==> config.mk <==
export PLATFORM = sky130hd
export DESIGN_NAME = mf_sort_cell
export DESIGN_NICKNAME = d
export VERILOG_FILES = /design/src/design/mf_pkg.sv /design/src/design/mf_sort_cell.sv
export SDC_FILE = /design/constraint.sdc
export NUM_CORES = 1
export LEC_CHECK = 0
export ABC_AREA = 1
export BUFFER_PORTS_ARGS = -buffer_cell sky130_fd_sc_hd__clkbuf_2
export CAP_MARGIN = 20
export CORE_MARGIN = 2
export CORE_UTILIZATION = 45
export CTS_BUF_LIST = sky130_fd_sc_hd__clkbuf_8
export DETAILED_ROUTE_END_ITERATION = 10
export PLACE_DENSITY = 0.78
export SLEW_MARGIN = 20
export SYNTH_ARGS = -nofsm -noshare
export SYNTH_HDL_FRONTEND = slang
export SYNTH_SLANG_ARGS = --single-unit
==> constraint.sdc <==
create_clock -name clk -period 6.3 [get_ports clk]
set_clock_uncertainty 0.05 [all_clocks]
set_input_delay 0.63 -clock clk [delete_from_list [all_inputs] [get_ports clk]]
set_output_delay 0.63 -clock clk [all_outputs]
set_load 0.05 [all_outputs]
==> src/design/mf_pkg.sv <==
package mf_pkg;

  localparam int MAX_WIDTH  = 1024;
  localparam int MAX_HEIGHT = 4096;
  localparam int WINDOW     = 3;
  localparam int WIN_N      = WINDOW * WINDOW;
  localparam int MID        = WIN_N / 2;
  localparam int SORT_CELLS = (WIN_N + 1) / 2;

  localparam int PIX_W      = 8;
  localparam int COL_W      = $clog2(MAX_WIDTH);
  localparam int ROW_W      = $clog2(MAX_HEIGHT + 2);
  localparam int OROW_W     = $clog2(MAX_HEIGHT);
  localparam int EW_W       = $clog2(MAX_WIDTH + 1);
  localparam int EH_W       = $clog2(MAX_HEIGHT + 1);

  localparam int CFG_WD_W   = 11;
  localparam int CFG_HT_W   = 13;
  localparam int CFG_DATA_W = 13;
  localparam int CFG_IDX_W  = 2;

  localparam logic [CFG_IDX_W-1:0] REG_WIDTH  = 2'd0;
  localparam logic [CFG_IDX_W-1:0] REG_HEIGHT = 2'd1;

  localparam logic CMD_PUSH  = 1'b0;
  localparam logic CMD_DRAIN = 1'b1;

  typedef logic [PIX_W-1:0] pix_t;

  typedef struct packed {
    pix_t top;
    pix_t mid;
    pix_t bot;
  } col_t;

  typedef struct packed {
    pix_t [WIN_N-1:0] px;
    logic             eof;
  } win_t;

  typedef struct packed {
    logic emit;
    logic eof;
    logic r_first;
    logic r_last;
    logic c_first;
    logic c_last;
    logic bank;
  } step_t;

endpackage

==> src/design/mf_sort_cell.sv <==
module mf_sort_cell import mf_pkg::*; (
  input  logic clk,
  input  logic rst_n,
  input  logic up_valid,
  output logic up_ready,
  input  win_t up_data,
  output logic dn_valid,
  input  logic dn_ready,
  output win_t dn_data
);

  logic             v_r;
  win_t             data_r;
  win_t             data_nxt;
  pix_t [WIN_N-1:0] ev;
  pix_t [WIN_N-1:0] od;

  // one even and one odd compare-exchange pass
  always_comb begin
    ev = up_data.px;
    for (int i = 0; i + 1 < WIN_N; i += 2) begin
      if (up_data.px[i] > up_data.px[i+1]) begin
        ev[i]   = up_data.px[i+1];
        ev[i+1] = up_data.px[i];
      end
    end
    od = ev;
    for (int i = 1; i + 1 < WIN_N; i += 2) begin
      if (ev[i] > ev[i+1]) begin
        od[i]   = ev[i+1];
        od[i+1] = ev[i];
      end
    end
    data_nxt.px  = od;
    data_nxt.eof = up_data.eof;
  end

  assign up_ready = !v_r || dn_ready;

  always_ff @(posedge clk) begin
    if (!rst_n) begin
      v_r <= 1'b0;
    end else if (up_ready) begin
      v_r <= up_valid;
    end
  end

  always_ff @(posedge clk) begin
    if (up_ready && up_valid) begin
      data_r <= data_nxt;
    end
  end

  assign dn_valid = v_r;
  assign dn_data  = data_r;

endmodule

==> flow_summary.ini, run 1 <==
[pwr]
powerDensity_nw_per_um2 = 296
total_leakage_power_uw = 0.00392
peakVddDrop_mv = 0.156

[sta]
drv_slew = 0
post-route-period-util_pct = 56.7
hold_viol_final = 0
tightest_slew_ns = 0.959
setup_violations = 0
fmax_mhz = 280
timing.final.ws_setup_ns = 2.73
rsz0062_at_grt = false
relSlewSlack_pct = 36.0
min_period_ns = 3.57
tns_ns = 0

[worst_setup_path]
r2r-end = dn_data[2]
cpMaxStageDelayCell = nand2_4
rr_worst_depth = 2
worst_path_largest_cell_delay_ns = 0.38
required_ns = 6.37
path_max_fanout = 17
timing.rr.start = dn_valid
cp-end-kind = flip-flop
r2r_slack_ns = 4.61
startpoint_type = primary input
critical_path_class = in2reg
worstPathArrival_ns = 3.64
crit_top_cell = nand2_1
crit_chain = clkbuf_2 -> inv_1 -> ha_1 -> nand2_1 -> nor2_4 -> nand4_4 -> nand2_4 -> nand2_1 -> and2_1 -> ha_1 -> a21oi_1 -> nor2_1 -> nor2_1 -> nand2_1 -> nand2_2 -> inv_2 -> nand3_1 -> nand2_1

[place]
portBuffers = 151
gp_congestion = 0.898
dp_hpwl_mm = 11.7
dp_slack_ns = 2.37

[finish]
layout-drive-gt1-share_pct = 25.2
nNetsFinal = 1062
seq_area_sq_um = 2210
multiInputGateArea_sq_um = 3490
area.growth.synth_to_final_pct = 17.0
nFillCells = 1330
num_antenna_cells = 0

[synthesis]
synthFlopType = edfxtp_1
avgSynthCellArea_sq_um = 8.03
async_reset_ff_share_pct = 0
netlist_top_cells_count = nand2_1, nand3_1, inv_1
synth_edf_count = 73
synth_area_leaders = edfxtp_1, nand3_1, ha_1
yosys.area.top_type_share_pct = 35.2
synth_most_common_cell = nand2_1
seq_area_frac_synth_pct = 35.5
synth_largest_area_cell = edfxtp_1
synth.net_count = 918
netlist_instances = 777
syn-cell-area_sq_um = 6240
synth_cell_types = 27
ys_ff_latch = 74
ys_warn_count = 0

[floorplanning]
start_util_pct = 45.5
die_area_sq_um = 14800
fp.dieW_um = 122
core-area_sq_um = 13700
dieHeight_um = 122
ioPinCount = 152
num_rows = 43

[clock_tree]
clockRootBuffer = clkbuf_8
cts_tree = done
hold_buffers = 0
htree_num_levels = 3
postCtsSetupRepairBufs = 0
clk_pin_slew_ns = 0.08
cts_buffers = 9
cts_resized = 0
cts_num_sinks = 74
cts_buffer_depth = 2
clk_latency_ns = 0.36

[hold_path]
hp-class = in2reg
hold_path.startpoint = up_data[0]
worstHoldPathCells = 1
min_to = dn_data[0]

[job]
maxCapViolations = 0

[detailed_routing]
drtIter0Drc = 362
wl_per_cell_um = 13.4
drc = 0
ant_nets = 0
drt_wl_total_mm = 14.8
drt_pass1_iterations = 7
vias = 5570
vias_per_cell = 5.04

[grt]
grt_max_degree = 74
antenna_found_initial = 0
gr-total-overflow = 0
grt_pass1_vias = 5114
grt_usage_pct = 20.6
grt_pass1_wl_mm = 24.0

[run_status]
status = completed
## metal layers
metal,vias up,share of wire [%],GRT usage (%)
li1,2872,-,-
met1,2512,46,27.8
met2,169,46,34.2
met3,17,5.7,2.57
met4,0,1.8,6.97
met5,-,0,0
## power by group
| group | internal [uW] | switching, uW |
|---|---|---|
| logic | 285 | 753 |
| registers | 675 | 26.5 |
| clock network | 222 | 197 |
## cells by family after synthesis
family	synth area share, %
adder cells (fa/ha/maj)	12.8
buffers and inverters	8.75
AND/OR/NAND/NOR	39.2
flip-flops	35.5
AO/OA/AOI/OAI	3.69
## state kept, by name (all words and copies together), names as in the netlist
register and cells:
dn_data 73, dn_valid 1
## final cells by class
class	instances	share of cell area, %
timing repair buffer	152	10.5
multi-input combinational	580	47.8
sequential	74	30.3
clock inverter	7	1.29
clock buffer	9	1.70
inverter	104	5.35
tap	180	3.09
## cell usage in the layout, fill, tap and decap left out, types with 3 or more instances in the layout
cell type,count
clkbuf_8,9
nand4_1,3
nand4_4,4
nand2_2,18
clkbuf_2,151
inv_2,6
nor2_2,3
nand2_4,26
nor2_4,4
ha_1,64
edfxtp_1,73
inv_1,98
a21oi_1,17
a21o_1,7
nand2_1,209
and2_1,31
o21ai_1,8
nor2_1,12
nand3_1,168
## through the flow
| stage | instances | area, sq um | hold WS (ns) | total power [uW] | util, % |
|---|---|---|---|---|---|
| 2_1_floorplan | 777 | 6240 | 0.679 | 1550 | - |
| 3_3_place_gp | 1090 | 7080 | 0.496 | 1740 | 51.6 |
| 3_5_place_dp | 1090 | 7080 | 0.504 | 1750 | 51.6 |
| 4_1_cts | 1106 | 7300 | 0.386 | 2170 | 53.2 |
| 5_1_grt | 1106 | 7300 | 0.380 | 2310 | 53.2 |
| 6_report | 1106 | 7300 | 0.396 | 2160 | 53.2 |
## worst max-delay path, delay by kind of cell
family | cells | cell delay (ns)
simple gates | 12 | 1.86
buf+inv | 3 | 0.36
compound gates | 1 | 0.16
fa+ha+maj | 2 | 0.62
## worst max path at each step
| stage | startpoint | cells past startpoint | endpoint |
|---|---|---|---|
| after floorplan | up_valid | 2 | dn_data[0] |
| after global placement | up_data[48] | 18 | dn_data[50] |
| after detailed placement | up_data[48] | 18 | dn_data[42] |
| after CTS | up_data[48] | 18 | dn_data[42] |
| after global routing | up_data[48] | 18 | dn_data[52] |
| final | up_data[48] | 18 | dn_data[42] |
No activity file was read; power rests on OpenSTA's default activity.
==> inputs of run 2 (changes only) <==
==> constraint.sdc (replaced) <==
create_clock -name clk -period 3.5 [get_ports clk]
set_clock_uncertainty 0.05 [all_clocks]
set_input_delay 0.35 -clock clk [delete_from_list [all_inputs] [get_ports clk]]
set_output_delay 0.35 -clock clk [all_outputs]
set_load 0.05 [all_outputs]
==> flow_summary.ini, run 2 (synthesis results as in run 1) <==
[sta]
drv_slew = 0
tightest_slew_ns = 0.942
min_period_ns = 2.96
rsz0062_at_grt = false
hold_viol_final = 0
setup_violations = 0
relSlewSlack_pct = 37.2
tns_ns = 0
fmax_mhz = 338
post-route-period-util_pct = 84.5

[place]
dp_hpwl_mm = 11.9
portBuffers = 151
gp_congestion = 0.892

[detailed_routing]
ant_nets = 0
drt_wl_total_mm = 14.8
vias_per_cell = 4.99
wl_per_cell_um = 13.3
drc = 0
drtIter0Drc = 349
drt_pass1_iterations = 5
vias = 5554

[floorplanning]
core-area_sq_um = 13700
die_area_sq_um = 14800
num_rows = 43
fp.dieW_um = 122
ioPinCount = 152
start_util_pct = 45.5
dieHeight_um = 122

[clock_tree]
cts_num_sinks = 74
clk_latency_ns = 0.34
postCtsSetupRepairBufs = 0
htree_num_levels = 3
hold_buffers = 0
clk_pin_slew_ns = 0.07
cts_buffers = 9
clockRootBuffer = clkbuf_8
cts_tree = done
cts_buffer_depth = 2
cts_resized = 0

[worst_setup_path]
rr_worst_depth = 2
path_max_fanout = 17
r2r-end = dn_data[46]
startpoint_type = primary input
required_ns = 3.55
endpoint = dn_data[43]
cp-end-kind = flip-flop
timing.rr.start = dn_valid
setup.worst_path.start = up_data[48]
critical_path_class = in2reg
worstPathArrival_ns = 3.01
r2r_slack_ns = 1.82

[finish]
nNetsFinal = 1069
largest_register_ffs = 73
multiInputGateArea_sq_um = 3490
nFillCells = 1305
layout-drive-gt1-share_pct = 25.6
num_antenna_cells = 0
final_cell_mix = nand2_1, nand3_1, clkbuf_2
seq_area_sq_um = 2210
area.growth.synth_to_final_pct = 17.4
layout_commonest_cell = nand2_1

[grt]
grt_usage_pct = 20.5
grt_pass1_wl_mm = 24.2
antenna_found_initial = 0
gr-total-overflow = 0
grt_max_degree = 74
grt_pass1_vias = 5169

[pwr]
total_leakage_power_uw = 0.00394
seqPwrFrac_pct = 33.3
p_sw_share_pct = 45.7
power_uw = 3800
p_int_uw = 2070
peakVddDrop_mv = 0.164
powerDensity_nw_per_um2 = 520
pwr-share-comb_pct = 49.6
clkPwrFrac_pct = 17.1
p_sw_uw = 1740

[job]
maxCapViolations = 0

[hold_path]
hold_path.startpoint = up_data[0]
hp-class = in2reg

[run_status]
status = completed
-- run 2: cell types whose count changed in the layout (fill, tap and decap cells not counted) --
cell        before  now
bufinv_16        2    1
inv_1           98   99
clkinv_4         1    0
clkinvlp_4       2    1
buf_4            1    8
clkinv_2         2    4
-- run 2: power by group through the flow --
| stage | sequential, uW | clock (uW) | combinational, uW |
|---|---|---|---|
| floorplan | 1830 | 0 | 964 |
| global placement | 1290 | 0 | 1860 |
| detailed placement | 1290 | 0 | 1890 |
| CTS | 1270 | 666 | 1890 |
| global route | 1280 | 692 | 2090 |
| finish | 1270 | 649 | 1890 |
-- run 2: layout make-up --
| class | count | share of cell area (%) |
|---|---|---|
| Multi-Input combinational cell | 580 | 47.7 |
| Tap cell | 180 | 3.08 |
| Clock buffer | 9 | 1.69 |
| Sequential cell | 74 | 30.2 |
| Timing Repair Buffer | 159 | 11.1 |
| Inverter | 104 | 5.33 |
| Clock inverter | 7 | 0.838 |
-- run 2: critical path, stage by stage --
cell,delay (ns)
clkbuf_2,0.08
inv_1,0.15
ha_1,0.28
a21o_1,0.19
nor2_2,0.14
nand2_4,0.14
nand2_4,0.16
nand2_1,0.11
and2_1,0.16
ha_1,0.31
a21oi_1,0.17
nor2_1,0.06
nor2_1,0.08
nand2_1,0.07
nand2_2,0.18
inv_2,0.17
nand3_1,0.12
nand2_1,0.08
-- run 2: worst min-delay path by stage --
stage | cells past startpoint | endpoint | slack, ns
2_1_floorplan | 0 | dn_data[0] | 0.40
3_3_place_gp | 1 | dn_data[0] | 0.49
3_5_place_dp | 1 | dn_data[0] | 0.49
4_1_cts | 1 | dn_data[0] | 0.12
5_1_grt | 1 | dn_data[0] | 0.12
6_report | 1 | dn_data[0] | 0.13
-- run 2: metal layers --
metal / wire, um / GRT usage (%) / up-vias
li1: - / - / 2879
met1: 7120 / 28.4 / 2514
met2: 6810 / 33.4 / 143
met3: 623 / 2.11 / 18
met4: 256 / 7.26 / 0
met5: 0 / 0 / -
-- run 2: per-stage QoR --
step / area (sq um) / utilization [%] / instances / worst slack, ns / hold slack (ns)
CTS: 7320 / 53.3 / 1113 / 0.567 / 0.116
finish: 7320 / 53.3 / 1113 / 0.541 / 0.134
floorplan: 6240 / - / 777 / 0.442 / 0.399
global placement: 7130 / 52.0 / 1097 / 0.196 / 0.487
detailed placement: 7130 / 52.0 / 1097 / 0.187 / 0.488
global route: 7320 / 53.3 / 1113 / 0.231 / 0.120
